===== config.mk =====
export PLATFORM = sky130hd
export DESIGN_NAME = info_frame_receiver_core
export DESIGN_NICKNAME = d
export VERILOG_FILES = /design/src/design/ifr_pkg.sv /design/src/design/ifr_front.sv /design/src/design/ifr_back.sv /design/src/design/info_frame_receiver_core.sv
export SDC_FILE = /design/constraint.sdc
export NUM_CORES = 1
export LEC_CHECK = 0
export ABC_AREA = 0
export BUFFER_PORTS_ARGS = -buffer_cell sky130_fd_sc_hd__clkbuf_2
export CELL_PAD_IN_SITES_DETAIL_PLACEMENT = 1
export CELL_PAD_IN_SITES_GLOBAL_PLACEMENT = 1
export CORE_MARGIN = 5
export CORE_UTILIZATION = 39
export CTS_CLUSTER_DIAMETER = 120
export DETAILED_ROUTE_END_ITERATION = 6
export GPL_TIMING_DRIVEN = 0
export PLACE_DENSITY = 0.69
export SLEW_MARGIN = 30
export SYNTH_ARGS = -nofsm -noshare
export SYNTH_HDL_FRONTEND = slang
export SYNTH_SLANG_ARGS = --single-unit
export TNS_END_PERCENT = 5

===== constraint.sdc =====
create_clock -name clk -period 6.25 [get_ports clk]
set_clock_uncertainty 0.15 [all_clocks]
set_input_delay 0.9375 -clock clk [delete_from_list [all_inputs] [get_ports clk]]
set_output_delay 0.9375 -clock clk [all_outputs]
set_load 0.01 [all_outputs]

===== src/design/ifr_pkg.sv =====
// ----------------------------------------------------------------------------
// ifr_pkg
// Shared types, constants and a helper function of the information frame
// receiver.
// ----------------------------------------------------------------------------
package ifr_pkg;

  localparam int MAX_FRAME_BYTES = 1536;
  localparam int CNT_W           = 11;
  localparam int QDEPTH          = 4;
  localparam int QAW             = $clog2(QDEPTH);
  localparam int QCW             = $clog2(QDEPTH + 1);

  localparam logic [7:0] FLAG_BYTE    = 8'h7E;
  localparam logic [7:0] ESC_BYTE     = 8'h7D;
  localparam logic [7:0] ESC_FLAG     = 8'h5E;
  localparam logic [7:0] ESC_ESC      = 8'h5D;
  localparam logic [7:0] CTRL_SEQ0    = 8'h00;
  localparam logic [7:0] CTRL_SEQ1    = 8'h40;
  localparam logic [7:0] CTRL_SET     = 8'h03;
  localparam logic [7:0] CTRL_REJ     = 8'h01;
  localparam logic [7:0] CTRL_UA      = 8'h07;
  localparam logic [7:0] ADDR_RESET   = 8'h03;
  localparam logic [7:0] CHECK_RESET  = 8'hFF;

  localparam logic [2:0] ST_ACCEPT = 3'd0;
  localparam logic [2:0] ST_DUP    = 3'd1;
  localparam logic [2:0] ST_REJ    = 3'd2;
  localparam logic [2:0] ST_SET    = 3'd3;
  localparam logic [2:0] ST_DROP   = 3'd4;

  typedef struct packed {
    logic [7:0] value;
    logic       is_flag;
  } line_item_t;

  typedef struct packed {
    logic       valid;
    line_item_t item;
  } queue_head_t;

  function automatic logic [7:0] reply_ctrl(input logic [2:0] status,
                                            input logic [7:0] hdr_ctrl);
    logic [7:0] ctrl;
    ctrl = 8'h00;
    unique case (status)
      ST_ACCEPT, ST_DUP: ctrl = (hdr_ctrl == CTRL_SEQ0) ? CTRL_SEQ1 : CTRL_SEQ0;
      ST_REJ:            ctrl = CTRL_REJ;
      ST_SET:            ctrl = CTRL_UA;
      default:           ctrl = 8'h00;
    endcase
    return ctrl;
  endfunction

endpackage


===== src/design/ifr_front.sv =====
// ----------------------------------------------------------------------------
// ifr_front
// Accepts line bytes, marks flag bytes, and queues them for the frame engine.
// ----------------------------------------------------------------------------
module ifr_front import ifr_pkg::*; (
  input  logic        clk,
  input  logic        rst,
  input  logic        line_valid,
  output logic        line_stall,
  input  logic [7:0]  line_byte,
  output queue_head_t head,
  input  logic        pop
);

  line_item_t       entries [QDEPTH];
  logic [QAW-1:0]   wr_ptr;
  logic [QAW-1:0]   rd_ptr;
  logic [QCW-1:0]   count;
  logic             push;
  logic             do_pop;
  line_item_t       incoming;

  assign line_stall = (count == QCW'(QDEPTH));
  assign push       = line_valid && !line_stall;
  assign do_pop     = pop && (count != '0);

  assign incoming.value   = line_byte;
  assign incoming.is_flag = (line_byte == FLAG_BYTE);

  assign head.valid = (count != '0);
  assign head.item  = entries[rd_ptr];

  always_ff @(posedge clk) begin
    if (push) begin
      entries[wr_ptr] <= incoming;
    end
  end

  always_ff @(posedge clk) begin
    if (rst) begin
      wr_ptr <= '0;
      rd_ptr <= '0;
      count  <= '0;
    end else begin
      if (push) begin
        wr_ptr <= wr_ptr + 1'b1;
      end
      if (do_pop) begin
        rd_ptr <= rd_ptr + 1'b1;
      end
      count <= count + QCW'(push) - QCW'(do_pop);
    end
  end

endmodule


===== src/design/ifr_back.sv =====
// ----------------------------------------------------------------------------
// ifr_back
// Frame engine: header checks, destuffing, BCC2 check, end-of-frame report,
// and the output register.
// ----------------------------------------------------------------------------
module ifr_back import ifr_pkg::*; (
  input  logic        clk,
  input  logic        rst,
  input  logic        config_valid,
  output logic        config_ready,
  input  logic [7:0]  config_data,
  input  queue_head_t head,
  output logic        pop,
  output logic        result_valid,
  input  logic        result_stall,
  output logic        is_frame_end,
  output logic [7:0]  data_byte,
  output logic [2:0]  frame_status,
  output logic        reply_valid,
  output logic [7:0]  reply_control
);

  logic [7:0]       station_address;
  logic [CNT_W-1:0] raw_count, raw_count_next;
  logic             first_is_flag, first_is_flag_next;
  logic [7:0]       header_addr, header_addr_next;
  logic [7:0]       header_ctrl, header_ctrl_next;
  logic [7:0]       held_byte, held_byte_next;
  logic             held_valid, held_valid_next;
  logic             escape_pending, escape_pending_next;
  logic             frame_error, frame_error_next;
  logic [7:0]       check_accum, check_accum_next;
  logic [7:0]       last_check_byte, last_check_byte_next;

  logic             emit;
  logic             emit_end;
  logic [7:0]       emit_data;
  logic [2:0]       emit_status;
  logic [CNT_W-1:0] count_inc;
  logic             hdr_match;
  logic             ctrl_info;
  logic             ctrl_set;
  logic             overflow;
  logic             live;
  logic [7:0]       b;

  assign config_ready = 1'b1;
  assign pop          = head.valid && (!result_valid || !result_stall);

  assign b         = head.item.value;
  assign count_inc = raw_count + 1'b1;
  assign overflow  = (count_inc >= CNT_W'(MAX_FRAME_BYTES));
  assign hdr_match = first_is_flag && (header_addr == station_address);
  assign ctrl_info = (header_ctrl == CTRL_SEQ0) || (header_ctrl == CTRL_SEQ1);
  assign ctrl_set  = (header_ctrl == CTRL_SET);
  assign live      = hdr_match && ctrl_info && !frame_error && held_valid;

  always_comb begin
    raw_count_next       = raw_count;
    first_is_flag_next   = first_is_flag;
    header_addr_next     = header_addr;
    header_ctrl_next     = header_ctrl;
    held_byte_next       = held_byte;
    held_valid_next      = held_valid;
    escape_pending_next  = escape_pending;
    frame_error_next     = frame_error;
    check_accum_next     = check_accum;
    last_check_byte_next = last_check_byte;
    emit        = 1'b0;
    emit_end    = 1'b0;
    emit_data   = 8'h00;
    emit_status = ST_ACCEPT;

    if (raw_count == '0) begin
      first_is_flag_next = head.item.is_flag;
      check_accum_next   = 8'h00;
      raw_count_next     = CNT_W'(1);
    end else if (!first_is_flag) begin
      raw_count_next = count_inc;
      if (head.item.is_flag) begin
        emit = 1'b1;
        emit_end = 1'b1;
        emit_status = ST_DROP;
      end else if (overflow) begin
        emit = 1'b1;
        emit_end = 1'b1;
        emit_status = ST_REJ;
      end
    end else if (head.item.is_flag) begin
      emit = 1'b1;
      emit_end = 1'b1;
      priority if (hdr_match && ctrl_set && !frame_error &&
                   raw_count >= CNT_W'(4)) begin
        emit_status = ST_SET;
      end else if (!(hdr_match && ctrl_info && raw_count >= CNT_W'(4)) ||
                   frame_error || !held_valid || escape_pending) begin
        emit_status = ST_REJ;
      end else if (held_byte != check_accum) begin
        emit_status = ST_REJ;
      end else if (held_byte == last_check_byte) begin
        emit_status = ST_DUP;
      end else begin
        emit_status = ST_ACCEPT;
        last_check_byte_next = held_byte;
      end
    end else begin
      raw_count_next = count_inc;
      if (overflow) begin
        emit = 1'b1;
        emit_end = 1'b1;
        emit_status = (hdr_match && ctrl_set && !frame_error) ? ST_SET : ST_REJ;
      end else if (raw_count == CNT_W'(1)) begin
        header_addr_next = b;
      end else if (raw_count == CNT_W'(2)) begin
        header_ctrl_next = b;
      end else if (raw_count == CNT_W'(3)) begin
        if ((header_addr ^ header_ctrl) != b) begin
          frame_error_next = 1'b1;
        end
      end else begin
        held_byte_next  = b;
        held_valid_next = 1'b1;
        if (live) begin
          if (escape_pending) begin
            escape_pending_next = 1'b0;
            priority if (held_byte == ESC_FLAG) begin
              emit = 1'b1;
              emit_data = FLAG_BYTE;
            end else if (held_byte == ESC_ESC) begin
              emit = 1'b1;
              emit_data = ESC_BYTE;
            end else begin
              frame_error_next = 1'b1;
            end
          end else if (held_byte == ESC_BYTE) begin
            escape_pending_next = 1'b1;
          end else begin
            emit = 1'b1;
            emit_data = held_byte;
          end
          if (emit) begin
            check_accum_next = check_accum ^ emit_data;
          end
        end
      end
    end

    if (emit_end) begin
      raw_count_next      = '0;
      first_is_flag_next  = 1'b0;
      header_addr_next    = 8'h00;
      header_ctrl_next    = 8'h00;
      held_byte_next      = 8'h00;
      held_valid_next     = 1'b0;
      escape_pending_next = 1'b0;
      frame_error_next    = 1'b0;
    end
  end

  always_ff @(posedge clk) begin
    if (rst) begin
      station_address <= ADDR_RESET;
      raw_count       <= '0;
      first_is_flag   <= 1'b0;
      header_addr     <= 8'h00;
      header_ctrl     <= 8'h00;
      held_byte       <= 8'h00;
      held_valid      <= 1'b0;
      escape_pending  <= 1'b0;
      frame_error     <= 1'b0;
      check_accum     <= 8'h00;
      last_check_byte <= CHECK_RESET;
      result_valid    <= 1'b0;
    end else begin
      if (config_valid && config_ready) begin
        station_address <= config_data;
      end
      if (pop) begin
        raw_count       <= raw_count_next;
        first_is_flag   <= first_is_flag_next;
        header_addr     <= header_addr_next;
        header_ctrl     <= header_ctrl_next;
        held_byte       <= held_byte_next;
        held_valid      <= held_valid_next;
        escape_pending  <= escape_pending_next;
        frame_error     <= frame_error_next;
        check_accum     <= check_accum_next;
        last_check_byte <= last_check_byte_next;
        result_valid    <= emit;
      end else if (result_valid && !result_stall) begin
        result_valid <= 1'b0;
      end
    end
  end

  always_ff @(posedge clk) begin
    if (pop && emit) begin
      is_frame_end  <= emit_end;
      data_byte     <= emit_end ? 8'h00 : emit_data;
      frame_status  <= emit_end ? emit_status : ST_ACCEPT;
      reply_valid   <= emit_end && (emit_status != ST_DROP);
      reply_control <= emit_end ? reply_ctrl(emit_status, header_ctrl) : 8'h00;
    end
  end

endmodule


===== src/design/info_frame_receiver_core.sv =====
// A line byte is written into the front queue; the frame engine takes it from the
// queue head and its result is registered in the output register.
// A data byte comes out with the next raw byte of the frame, since the last byte is
// held back as BCC2.
// Throughput: one line byte per cycle while no stalled result holds the frame engine.
// Reset (rst, synchronous): empties the queue and output, address returns to 3.
// ----------------------------------------------------------------------------
// info_frame_receiver_core
// Top level: byte-stuffed information frame receiver with stop-and-wait reply.
// ----------------------------------------------------------------------------
module info_frame_receiver_core import ifr_pkg::*; (
  input  logic       clk,
  input  logic       rst,
  input  logic       config_valid,
  output logic       config_ready,
  input  logic [7:0] config_data,
  input  logic       line_valid,
  output logic       line_stall,
  input  logic [7:0] line_byte,
  output logic       result_valid,
  input  logic       result_stall,
  output logic       is_frame_end,
  output logic [7:0] data_byte,
  output logic [2:0] frame_status,
  output logic       reply_valid,
  output logic [7:0] reply_control
);

  queue_head_t head;
  logic        pop;

  ifr_front u_front (
    .clk        (clk),
    .rst        (rst),
    .line_valid (line_valid),
    .line_stall (line_stall),
    .line_byte  (line_byte),
    .head       (head),
    .pop        (pop)
  );

  ifr_back u_back (
    .clk           (clk),
    .rst           (rst),
    .config_valid  (config_valid),
    .config_ready  (config_ready),
    .config_data   (config_data),
    .head          (head),
    .pop           (pop),
    .result_valid  (result_valid),
    .result_stall  (result_stall),
    .is_frame_end  (is_frame_end),
    .data_byte     (data_byte),
    .frame_status  (frame_status),
    .reply_valid   (reply_valid),
    .reply_control (reply_control)
  );

endmodule


-- Word-level counts from Yosys, hierarchy flattened
Memories as Yosys holds them, arrays and structs flattened. A register that Yosys moved wholly into a read port is not among the register bits.
Index checks and enable logic that the tools add are counted.
- register bits: 92
- memory bits (writable): 36
- input bits: 21
- output and inout bits: 24
- logic and storage cells: 243
- memories: 1
- memories (memory ; words ; bits a word ; rd ports ; clocked after memory_dff ; wr ports ; line ; text):
    u_front.entries ; 4 ; 9 ; 1 ; 1 ; 1 ; ifr_front.sv:15 ; line_item_t entries [QDEPTH];
- $add $sub $neg: 5
- order comparisons: 2
- equality and inequality tests: 33
- mux-type cells: 122
- bitwise logic cells: 9
- reductions and logical operators: 51
- operators by type and width (kind ; number):
    $mux 8 ; 41
    $mux 1 ; 63
    $mux 11 ; 4
    $eq 8x7->1 const B ; 5
    $mux 3 ; 8
    $pmux 8 s3 ; 1
    $eq 11x2->1 const B ; 2
    $reduce_and 9->1 ; 2
    $reduce_bool 2->1 ; 9
    $eq 8x8->1 ; 2
    $ne 2x1->1 const B ; 8
    $ne 8x8->1 ; 2
    $reduce_and 8->1 ; 2
    $xor 8x8->8 ; 2
    $logic_and 1x1->1 ; 14
    $mux 7 ; 2
    $reduce_and 12->1 ; 1
    $add 11x1->11 const B ; 1
    $eq 11x1->1 const B ; 1
    $ge 11x11->1 const B ; 1
    $ge 11x3->1 const B ; 1
    $logic_not 11->1 ; 1
    $reduce_bool 3->1 ; 3
    $reduce_or 9->1 ; 1
    22 further kinds ; 45

-- Logic depth before layout (Yosys ltp)
Gate-level depths: netlist (run 1).
- word-level depth: 23
- mapped depth: 10

-- Cells and area by module
From an unflattened synthesis (run 1), not the netlist that was laid out.
- cells, all modules: 582
- area total of the unflattened synthesis: 6083.3 um2
- by module, submodules not included (module ; instances ; cells each ; area each (um2) ; sequential area each (um2)):
    ifr_back ; 1 ; 483 ; 4292.9 ; 1761.7
    ifr_front ; 1 ; 99 ; 1790.5 ; 1261.2

-- Least setup slack after synthesis (run 1)
Ideal clock, no wire load.
- kind: register -> register
- start: register u_back.header_ctrl[2]
- end: register u_back.data_byte[0] (enable)
- setup time: 0.388 ns
- arrival: 2.172 ns
- required time: 5.712 ns
- path slack: 3.539 ns
- cell stages (with the launch flop): 8
- buffers on the path: 1
- clock period less this slack: 2.711 ns
- cell sequence: dfxtp_1 > nor3_2 > nand4_1 > or4_1 > clkbuf_1 > nor2_1 > a21oi_1 > nor2_1
- word-level cells in the longest chain between the ends: 14
- elaborated cells between the ends (all ways): 15
- those cells by class: eq/ne: 1; mux: 8; reduce/logical: 6
- ends and longest elaborated chain (item ; line ; text):
    start: declaration ; ifr_back.sv:27 ; logic [7:0] header_ctrl, header_ctrl_next;
    start signal: assignment ; ifr_back.sv:182 ; header_ctrl <= header_ctrl_next;
    $eq 8x7->1 or $logic_not 8->1 (tied branches) ; ifr_back.sv:54 ; assign ctrl_info = (header_ctrl == CTRL_SEQ0) || (header_ctrl == CTRL_SEQ1);
    $logic_or 1x1->1 (*) ; ifr_back.sv:54 ;
    $logic_and 1x1->1 (*) (3 in a row) ; ifr_back.sv:56 ; assign live = hdr_match && ctrl_info && !frame_error && held_valid;
    $mux 1 (*) ; ifr_back.sv:123 ; if (live) begin
    $mux 1 (*) ; ifr_back.sv:116 ; end else if (raw_count == CNT_W'(3)) begin
    $mux 1 (*) ; ifr_back.sv:114 ; end else if (raw_count == CNT_W'(2)) begin
    $mux 1 (*) ; ifr_back.sv:112 ; end else if (raw_count == CNT_W'(1)) begin
    $mux 1 (*) ; ifr_back.sv:108 ; if (overflow) begin
    $mux 1 (*) ; ifr_back.sv:89 ; end else if (head.item.is_flag) begin
    $mux 1 (*) ; ifr_back.sv:78 ; end else if (!first_is_flag) begin
    $mux 1 (*) ; ifr_back.sv:74 ; if (raw_count == '0) begin
    $logic_and 1x1->1 (*) ; ifr_back.sv:197 ; if (pop && emit) begin
    end signal: assignment ; ifr_back.sv:199 ; data_byte <= emit_end ? 8'h00 : emit_data;
    end: declaration ; ifr_back.sv:17 ; output logic [7:0] data_byte,
Every way passes the cells marked *; elsewhere a longest branch is shown, timed or not.
A chain may end at the register's enable or synchronous reset.

-- Final worst setup path (run 1)
- start: register u_back.first_is_flag
- end: register u_back.data_byte[3] (enable)
- word-level cells in the longest chain between the ends: 13
- ends and longest elaborated chain (item ; line ; text):
    start: declaration ; ifr_back.sv:25 ; logic first_is_flag, first_is_flag_next;
    start signal: assignment ; ifr_back.sv:180 ; first_is_flag <= first_is_flag_next;
    $logic_and 1x1->1 ; ifr_back.sv:53 ; assign hdr_match = first_is_flag && (header_addr == station_address);
    $logic_and 1x1->1 (3 in a row) ; ifr_back.sv:56 ;
    $mux 1 ; ifr_back.sv:123 ;
    $mux 1 ; ifr_back.sv:116 ;
    $mux 1 ; ifr_back.sv:114 ;
    $mux 1 ; ifr_back.sv:112 ;
    $mux 1 ; ifr_back.sv:108 ;
    $mux 1 ; ifr_back.sv:89 ;
    $mux 1 (*) ; ifr_back.sv:78 ;
    $mux 1 (*) ; ifr_back.sv:74 ;
    $logic_and 1x1->1 (*) ; ifr_back.sv:197 ;
Marked as above.

==> flow_summary.json, run 1 <==
{
  "status": "finished, final reports clean",
  "max-cap-violations": 0,
  "viasPerCell": 5.38,
  "syn-cell-area_um2": 5840,
  "crit_required_ns": 6.14,
  "drc": 0,
  "slew_headroom_pct": 40.1,
  "clock-sinks": 125,
  "worstMarginPinSlew_ns": 0.898,
  "n_fill_cell": 1601,
  "worstSetupPathType": "reg -> reg",
  "antenna_cells": 0,
  "dieArea_um2": 17500,
  "hold_violations": 0,
  "cts_made_buffers": 17,
  "vias": 4345,
  "antenna_found_initial": 0,
  "grt_start_max_net_pins": 17,
  "ctsResizeCount": 0,
  "syn_avg_cell_area_um2": 10.6,
  "fmax_mhz": 321,
  "synth-edff-count": 52,
  "ant_nets": 0,
  "netlist.area_leader.share_pct": 26.7,
  "min_path_type": "reg -> reg",
  "cp_max_fo": 16,
  "cts_root_buf": "clkbuf_16",
  "irDropWorstVdd_mv": 0.199,
  "cp_data_arrival_time_ns": 3.01,
  "cp-end-kind": "register",
  "clk_latency_ns": 0.43,
  "seq_area_frac_synth_pct": 51.7,
  "grtUsageTotal_pct": 17.4,
  "setup-tns-final_ns": 0,
  "crit_path_start_kind": "register",
  "dp_cells": 776,
  "port_buffers": 37,
  "h-tree-depth": 4,
  "grt_pass1_vias": 4588,
  "ys_warn_count": 0,
  "yosysMostFrequentCell": "dfxtp_1",
  "cellPowerDensity_nw_per_um2": 387,
  "start_util_pct": 40.1,
  "period_share_pct": 49.9,
  "postCtsHoldBufs": 0,
  "setup_viol": 0,
  "rsz0062_at_grt": "no",
  "synth_cell_types": 63,
  "drv_slew": 0,
  "postCtsSetupBuffers": 0,
  "dp_hpwl_um": 10800,
  "ys.flop_type": "dfxtp_1",
  "finish.net_count": 643,
  "place_congestion": 0.831,
  "finish.utilization_pct": 46.9,
  "drt_wl_total_um": 14600,
  "drive_above_1_share_pct": 15.1,
  "fin_crit_ns": 3.12,
  "die_w_um": 132,
  "coreArea_um2": 14600,
  "clk_pin_slew_ns": 0.06,
  "synth_seq_cells": 125,
  "cts_buffer_depth": 2,
  "grt_pass1_wl_um": 24200,
  "stdcell_count": 808,
  "yosys-top-cells-count": "73 x dfxtp_1, 57 x nor2_1, 52 x edfxtp_1, 32 x nand2_1, 28 x a21oi_1",
  "overflow": 0,
  "synthArstFlopShare_pct": 0,
  "synthToLayoutAreaGrowth_pct": 17.0,
  "die_h_um": 132,
  "first_iter_violations": 192,
  "drtPass1Iterations": 4,
  "synth.area.top_cells": "edfxtp_1 27%, dfxtp_1 25%, xnor2_1 4.0%",
  "yosysTopAreaCell": "edfxtp_1",
  "multi_input_area_um2": 2620,
  "ios": 45,
  "p_leak_nw": 2.45,
  "final-seq-area_um2": 3020,
  "cts_tree": "done",
  "wl_per_cell_um": 18.1,
  "row_count": 44,
  "post_synth_inst_count": 552
}
-- final cells by class --
class	instances	area share (%)
well taps	184	3.37
clock buffers	18	6.28
clock inverters	14	1.96
repair buffers	37	2.71
flip-flops and latches	125	44.2
inverters	14	0.769
multi-input cells	383	38.3
plain buffers	33	2.36
-- routing by layer --
layer	global-route usage, %	share of wire [%]
met2	29.9	51
met5	0	0
met3	4.33	4.3
met1	21.1	44
met4	6.11	1.1
-- critical path, cell delays in order, from the launching register on --
cell and delay (ns):
dfxtp_1 0.30, clkbuf_1 0.36, nand3b_1 0.22, or4_1 0.54, clkbuf_1 0.19, nor2_1 0.12
a21oi_1 0.14, nor2_2 0.71
-- registers in the layout, summed over array words and instances (netlist names), 2 cells and up, named ones only --
signal                  count
u_back.last_check_byte      8
u_back.check_accum          8
u_back.frame_status         3
u_back.header_addr          8
u_back.held_byte            8
u_front.entries            36
u_front.count               3
u_back.reply_control        3
u_back.header_ctrl          8
u_back.raw_count           11
u_front.wr_ptr              2
u_back.station_address      8
u_back.data_byte            8
u_front.rd_ptr              2
-- through the flow --
step / cell area [um2] / hold WS (ns) / total power [mW] / worst slack, ns
3_5_place_dp: 6270 / 0.324 / 1.73 / 3.10
2_1_floorplan: 5860 / 0.290 / 1.51 / 3.54
6_report: 6840 / 0.338 / 2.65 / 3.13
4_1_cts: 6840 / 0.341 / 2.68 / 3.07
3_3_place_gp: 6270 / 0.321 / 1.70 / 2.82
5_1_grt: 6840 / 0.374 / 2.80 / 2.87
-- kinds of logic (layout without fill, tap and decap cells) --
logic type               count (synthesis)  after routing  synth area share, %
buffers and inverters                   47            116                 3.66
flip-flops                             125            125                 51.7
AO/OA/AOI/OAI                          105            105                 11.8
adder cells (fa/ha/maj)                 11             11                 2.48
XOR/XNOR                                52             52                 7.79
other                                    2              5                0.129
AND/OR/NAND/NOR                        190            190                 16.7
multiplexers                            20             20                 5.67
-- power by group --
group          switching (mW)  leakage [nW]  total, mW  internal [mW]
Sequential             0.0500          1.07       1.01          0.956
Combinational           0.451          1.12      0.708          0.256
Clock                   0.382         0.262      0.934          0.552
Total                   0.883          2.45       2.65           1.76
-- worst paths after layout --
check	start	to	depth (start not counted)	slack [ns]
worst max-delay path	u_back.first_is_flag	u_back.data_byte[3]	7	3.13
worst min-delay path	u_back.held_valid	u_back.held_valid	1	0.34
worst max register to register	u_back.first_is_flag	u_back.data_byte[3]	7	3.13
worst min register to register	u_back.held_valid	u_back.held_valid	1	0.34
-- placed cells by master, fill, tap and decap left out, drive strengths merged, types with 3 or more instances in the layout --
| cell | netlist | routed |
|---|---|---|
| mux4 | 9 | 9 |
| conb | 2 | 5 |
| a22o | 16 | 16 |
| or4 | 4 | 4 |
| o21ai | 27 | 27 |
| edfxtp | 52 | 52 |
| xor2 | 25 | 25 |
| inv | 13 | 18 |
| nand3 | 18 | 18 |
| nor3 | 15 | 15 |
| ha | 10 | 10 |
| buf | 13 | 13 |
| nor2 | 57 | 57 |
| clkbuf | 20 | 75 |
| clkinv | 1 | 5 |
| nor2b | 9 | 9 |
| nor4 | 7 | 7 |
| o21a | 7 | 7 |
| nand4 | 11 | 11 |
| a21oi | 28 | 28 |
| o31ai | 8 | 8 |
| nand2b | 3 | 3 |
| and4 | 3 | 3 |
| or3 | 8 | 8 |
| and2 | 6 | 6 |
| xnor2 | 27 | 27 |
| and3 | 6 | 6 |
| mux2i | 11 | 11 |
| dfxtp | 73 | 73 |
| clkinvlp | 0 | 4 |
| nand4b | 4 | 4 |
| a211oi | 3 | 3 |
| nand2 | 32 | 32 |
No activity file was read; power rests on OpenSTA's default activity.
==> run 2, diff against run 1 <==
==> constraint.sdc (replaced) <==
create_clock -name clk -period 3.1 [get_ports clk]
set_clock_uncertainty 0.15 [all_clocks]
set_input_delay 0.465 -clock clk [delete_from_list [all_inputs] [get_ports clk]]
set_output_delay 0.465 -clock clk [all_outputs]
set_load 0.01 [all_outputs]
==> run 2 against run 1 <==
Core utilization is 0.051 points higher; via count up 0.39%; cell area increased by 0.11%; largest cell class unchanged.
==> flow_summary.json, run 2 (synthesis gave the netlist of run 1 again) <==
{
  "status": "finished, final reports clean",
  "period_share_pct": 91.4,
  "top_regs": "u_front.entries: 36 flops, u_back.raw_count: 11 flops",
  "hold_violations": 0,
  "clk_latency_ns": 0.43,
  "fmax_mhz": 353,
  "postCtsSetupBuffers": 0,
  "grtUsageTotal_pct": 17.4,
  "crit_path_start_kind": "register",
  "combPwrFrac_pct": 26.6,
  "coreArea_um2": 14600,
  "dp_hpwl_um": 10800,
  "grt_use_met3_pct": 4.33,
  "ios": 45,
  "first_iter_violations": 174,
  "grt_util_met1_pct": 21.1,
  "finalInstanceArea_um2": 6840,
  "port_buffers": 37,
  "placedInstanceArea_um2": 6270,
  "sequentialPowerShare_pct": 38.2,
  "p_clk_share_pct": 35.2,
  "start_util_pct": 40.1,
  "grt_use_met2_pct": 29.9,
  "drive_above_1_share_pct": 15.2,
  "cellPowerDensity_nw_per_um2": 781,
  "ant_nets": 0,
  "overflow": 0,
  "place_congestion": 0.831,
  "p_total_mw": 5.34,
  "finish.net_count": 642,
  "p_switching_mw": 1.79,
  "rsz0062_at_grt": "no",
  "viasPerCell": 5.41,
  "largest_reg_flops": 36,
  "vias": 4362,
  "drtPass1Iterations": 4,
  "die_w_um": 132,
  "largest-register": "u_front.entries",
  "crit_required_ns": 3.30,
  "cts_root_buf": "clkbuf_16",
  "min_path_type": "in -> reg",
  "h-tree-depth": 4,
  "drc": 0,
  "clock-sinks": 125,
  "grt_pass1_vias": 4588,
  "slew_headroom_pct": 49.2,
  "worstMarginPinSlew_ns": 0.756,
  "cp_data_arrival_time_ns": 3.04,
  "p_leak_nw": 2.45,
  "cts_buffer_depth": 2,
  "cp-end-kind": "register",
  "drt_wl_total_um": 14600,
  "intPower_mw": 3.56,
  "switching_share_pct": 33.5,
  "setup_viol": 0,
  "dieArea_um2": 17500,
  "cts_made_buffers": 17,
  "setup-tns-final_ns": 0,
  "antenna_found_initial": 0,
  "cp_max_fo": 9,
  "row_count": 44,
  "busiest_layer": "met2",
  "clk_pin_slew_ns": 0.06,
  "die_h_um": 132,
  "postCtsHoldBufs": 0,
  "grt_start_max_net_pins": 17,
  "grt_pass1_wl_um": 24200,
  "most-common-layout-cells": "73 x dfxtp_1, 56 x nor2_1, 52 x edfxtp_1, 38 x clkbuf_2, 32 x nand2_1",
  "synthToLayoutAreaGrowth_pct": 17.1,
  "max-cap-violations": 0,
  "irDropWorstVdd_mv": 0.400,
  "drv_slew": 0,
  "cts_tree": "done",
  "wl_per_cell_um": 18.1,
  "fin_crit_ns": 2.83,
  "holdWs_ns": 0.111,
  "final_common_cell": "dfxtp_1",
  "worstSetupPathType": "reg -> reg",
  "antenna_cells": 0
}
==> run 2: layer usage <==
layer  part of all wire [%]  wire (um)
met4                    1.5        217
met3                    4.0        582
met1                     44       6500
met5                      0          0
met2                     50       7320
==> run 2: power by group through the flow <==
stage               clock (mW)  combinational, mW  sequential (mW)
finish                    1.88               1.42             2.04
global route              2.00               1.58             2.07
floorplan                    0              0.982             2.06
CTS                       1.93               1.45             2.03
global placement             0               1.38             2.06
detailed placement           0               1.43             2.07
==> run 2: through the flow <==
stage,std cells,util [%],worst slack [ns]
2_1_floorplan,555,-,0.389
3_3_place_gp,776,43.0,-0.332
3_5_place_dp,776,43.0,-0.0503
4_1_cts,808,46.9,0.168
5_1_grt,807,46.9,0.0530
6_report,807,46.9,0.265
==> run 2: worst paths after layout <==
check             depth (start not counted)                   endpoint                 from  slack [ns]
setup / recovery                          8      u_back.escape_pending  u_back.raw_count[1]        0.27
hold reg to reg                           1          u_back.held_valid    u_back.held_valid        0.34
hold / removal                            3  u_back.station_address[0]       config_data[0]        0.11
setup reg to reg                          8      u_back.escape_pending  u_back.raw_count[1]        0.27
==> run 2: critical path, stage by stage (launching register included) <==
cell and delay, ns:
dfxtp_1 0.41, ha_1 0.34, nand2_1 0.12, a211oi_1 0.39, o221ai_2 0.18, nand2_1 0.31, inv_1 0.17, or4_1 0.54
a21oi_1 0.14
==> run 2: timing repair <==
item	in CTS	in global routing
endpoints found under the setup margin	16	24
pin swaps	0	0
gates resized for setup	1	1
==> run 2: layout make-up <==
type	instances	area (um2)
multi-input cells	383	2630
inverters	14	52.6
plain buffers	32	158
repair buffers	37	185
clock buffers	18	429
clock inverters	14	134
well taps	184	230
fillers	1599	7740
flip-flops and latches	125	3020
==> run 3, diff against run 2 <==
--- a/config.mk
+++ b/config.mk
@@ -10,11 +10,11 @@
 export CELL_PAD_IN_SITES_DETAIL_PLACEMENT = 1
 export CELL_PAD_IN_SITES_GLOBAL_PLACEMENT = 1
 export CORE_MARGIN = 5
-export CORE_UTILIZATION = 39
+export CORE_UTILIZATION = 45
 export CTS_CLUSTER_DIAMETER = 120
 export DETAILED_ROUTE_END_ITERATION = 6
 export GPL_TIMING_DRIVEN = 0
-export PLACE_DENSITY = 0.69
+export PLACE_DENSITY = 0.78
 export SLEW_MARGIN = 30
 export SYNTH_ARGS = -nofsm -noshare
 export SYNTH_HDL_FRONTEND = slang
==> run 3 against run 2 <==
Largest power group is now clock; cell area increased by 0.80%; clock power rose by 10%; wire length up 7.0%; core utilization grew 7.5 points; sequential share of layout area down 0.35 points; final cell count shrank 1.4%; setup slack got worse by 0.14 ns; die area shrank 12%; fmax decreased by 4.6%; register-to-register slack worse by 0.14 ns.
==> flow_summary.json, run 3 (synthesis gave the netlist of run 1 again) <==
{
  "dp_hpwl_um": 11000,
  "die_w_um": 124,
  "top_regs": "u_front.entries: 36 flops, u_back.raw_count: 11 flops",
  "setup_viol": 0,
  "grt_pass1_vias": 4833,
  "cp_data_arrival_time_ns": 3.15,
  "irDropWorstVdd_mv": 0.481,
  "drv_slew": 0,
  "antenna_found_initial": 0,
  "overflow": 0,
  "grtUsageTotal_pct": 21.5,
  "cellPowerDensity_nw_per_um2": 810,
  "min_path_type": "in -> reg",
  "rsz0062_at_grt": "yes",
  "rr_startpoint": "u_back.raw_count[1]",
  "final_common_cell": "dfxtp_1",
  "slew_headroom_pct": 48.3,
  "cts_tree": "done",
  "viasPerCell": 5.76,
  "place_congestion": 0.885,
  "row_count": 41,
  "postCtsSetupBuffers": 0,
  "coreArea_um2": 12700,
  "max-cap-violations": 0,
  "antenna_cells": 0,
  "wl_per_cell_um": 19.7,
  "ctsResizeCount": 0,
  "cts_root_buf": "clkbuf_16",
  "crit_chain": "ha_1, nand2_1, a211oi_1, o221ai_2, or4_4, or2_4, o31ai_1",
  "crit_end": "u_back.check_accum[2]",
  "cp-end-kind": "register",
  "clk_latency_ns": 0.43,
  "crit_path_start_kind": "register",
  "largest_reg_flops": 36,
  "ios": 45,
  "worstMarginPinSlew_ns": 0.769,
  "grt_start_max_net_pins": 17,
  "rrSetupSlack_ns": 0.13,
  "postCtsHoldBufs": 0,
  "cp_max_fo": 8,
  "period_share_pct": 95.8,
  "p_leak_nw": 2.50,
  "status": "finished, final reports clean",
  "r2r_cells": 7,
  "drive_above_1_share_pct": 16.0,
  "largest-register": "u_front.entries",
  "hold_violations": 0,
  "start_util_pct": 46.1,
  "p_total_mw": 5.58,
  "finish.net_count": 643,
  "setup-tns-final_ns": 0,
  "grt_pass1_wl_um": 25000,
  "drt_wl_total_um": 15600,
  "r2r_end": "u_back.check_accum[2]",
  "port_buffers": 37,
  "dp_cells": 764,
  "clk_pin_slew_ns": 0.06,
  "stdcell_count": 796,
  "crit_start": "u_back.raw_count[1]",
  "first_iter_violations": 341,
  "crit_required_ns": 3.28,
  "h-tree-depth": 4,
  "cts_made_buffers": 17,
  "drc": 0,
  "die_h_um": 124,
  "drtPass1Iterations": 6,
  "cts_buffer_depth": 2,
  "crit_path_top_delay_cell": "or4_4",
  "fin_crit_ns": 2.97,
  "dieArea_um2": 15400,
  "ant_nets": 0,
  "worstSetupPathType": "reg -> reg",
  "synthToLayoutAreaGrowth_pct": 18.0,
  "clock-sinks": 125,
  "vias": 4588,
  "most-common-layout-cells": "73 x dfxtp_1, 56 x nor2_1, 52 x edfxtp_1, 38 x clkbuf_2, 31 x nand2_1",
  "max_stage_delay_ns": 0.62,
  "fmax_mhz": 337
}
[run 3: cell count changes in the layout (fill, tap and decap cells not counted), sizes merged]
cell and change:
bufinv +1, clkinvlp -4, clkbuf +4, clkinv +1, inv -1
[run 3: how the worst min path moves through the flow]
stage | start | cells past startpoint | endpoint
6_report | config_data[0] | 3 | u_back.station_address[0]
3_3_place_gp | u_back.held_valid | 1 | u_back.held_valid
5_1_grt | config_data[1] | 3 | u_back.station_address[1]
3_5_place_dp | u_back.held_valid | 1 | u_back.held_valid
4_1_cts | config_data[0] | 3 | u_back.station_address[0]
2_1_floorplan | u_back.held_valid | 1 | u_back.held_valid
[run 3: per-stage QoR]
step	instance area [um2]	utilization (%)	hold WS (ns)	setup WS [ns]
6_report	6900	54.4	0.119	0.129
5_1_grt	6900	54.4	0.125	-0.0279
4_1_cts	6880	54.3	0.101	0.00109
3_5_place_dp	6260	49.4	0.319	0.0369
3_3_place_gp	6260	49.4	0.320	-0.251
2_1_floorplan	5860	-	0.290	0.389
[run 3: worst max-delay path: cells and delay by family, from the launching register on]
| kind | cells | cell delay (ns) |
|---|---|---|
| adder cells (fa/ha/maj) | 1 | 0.35 |
| AND/OR/NAND/NOR | 3 | 1.04 |
| flip-flops | 1 | 0.40 |
| AO/OA/AOI/OAI | 3 | 0.93 |
[run 3: final cells by class]
type / instances / area (um2)
multi-input combinational: 383 / 2640
timing repair buffer: 37 / 185
clock inverter: 11 / 126
sequential: 125 / 3020
inverter: 14 / 52.6
tap: 172 / 215
clock buffer: 21 / 492
fill: 1430 / 5770
buffer: 33 / 161
[run 3: metal layers]
metal	wire [um]	vias up	part of all wire (%)	track usage, %
met2	7750	128	50	35.4
li1	-	2118	-	-
met1	6830	2305	44	27.3
met4	311	0	2.0	8.42
met5	0	-	0	0
met3	755	37	4.8	5.36
[run 3: power breakdown]
group	leakage [nW]	internal (mW)	switching, mW
clock network	0.310	1.30	0.767
registers	1.07	1.93	0.109
logic	1.13	0.523	0.958
total	2.50	3.75	1.83
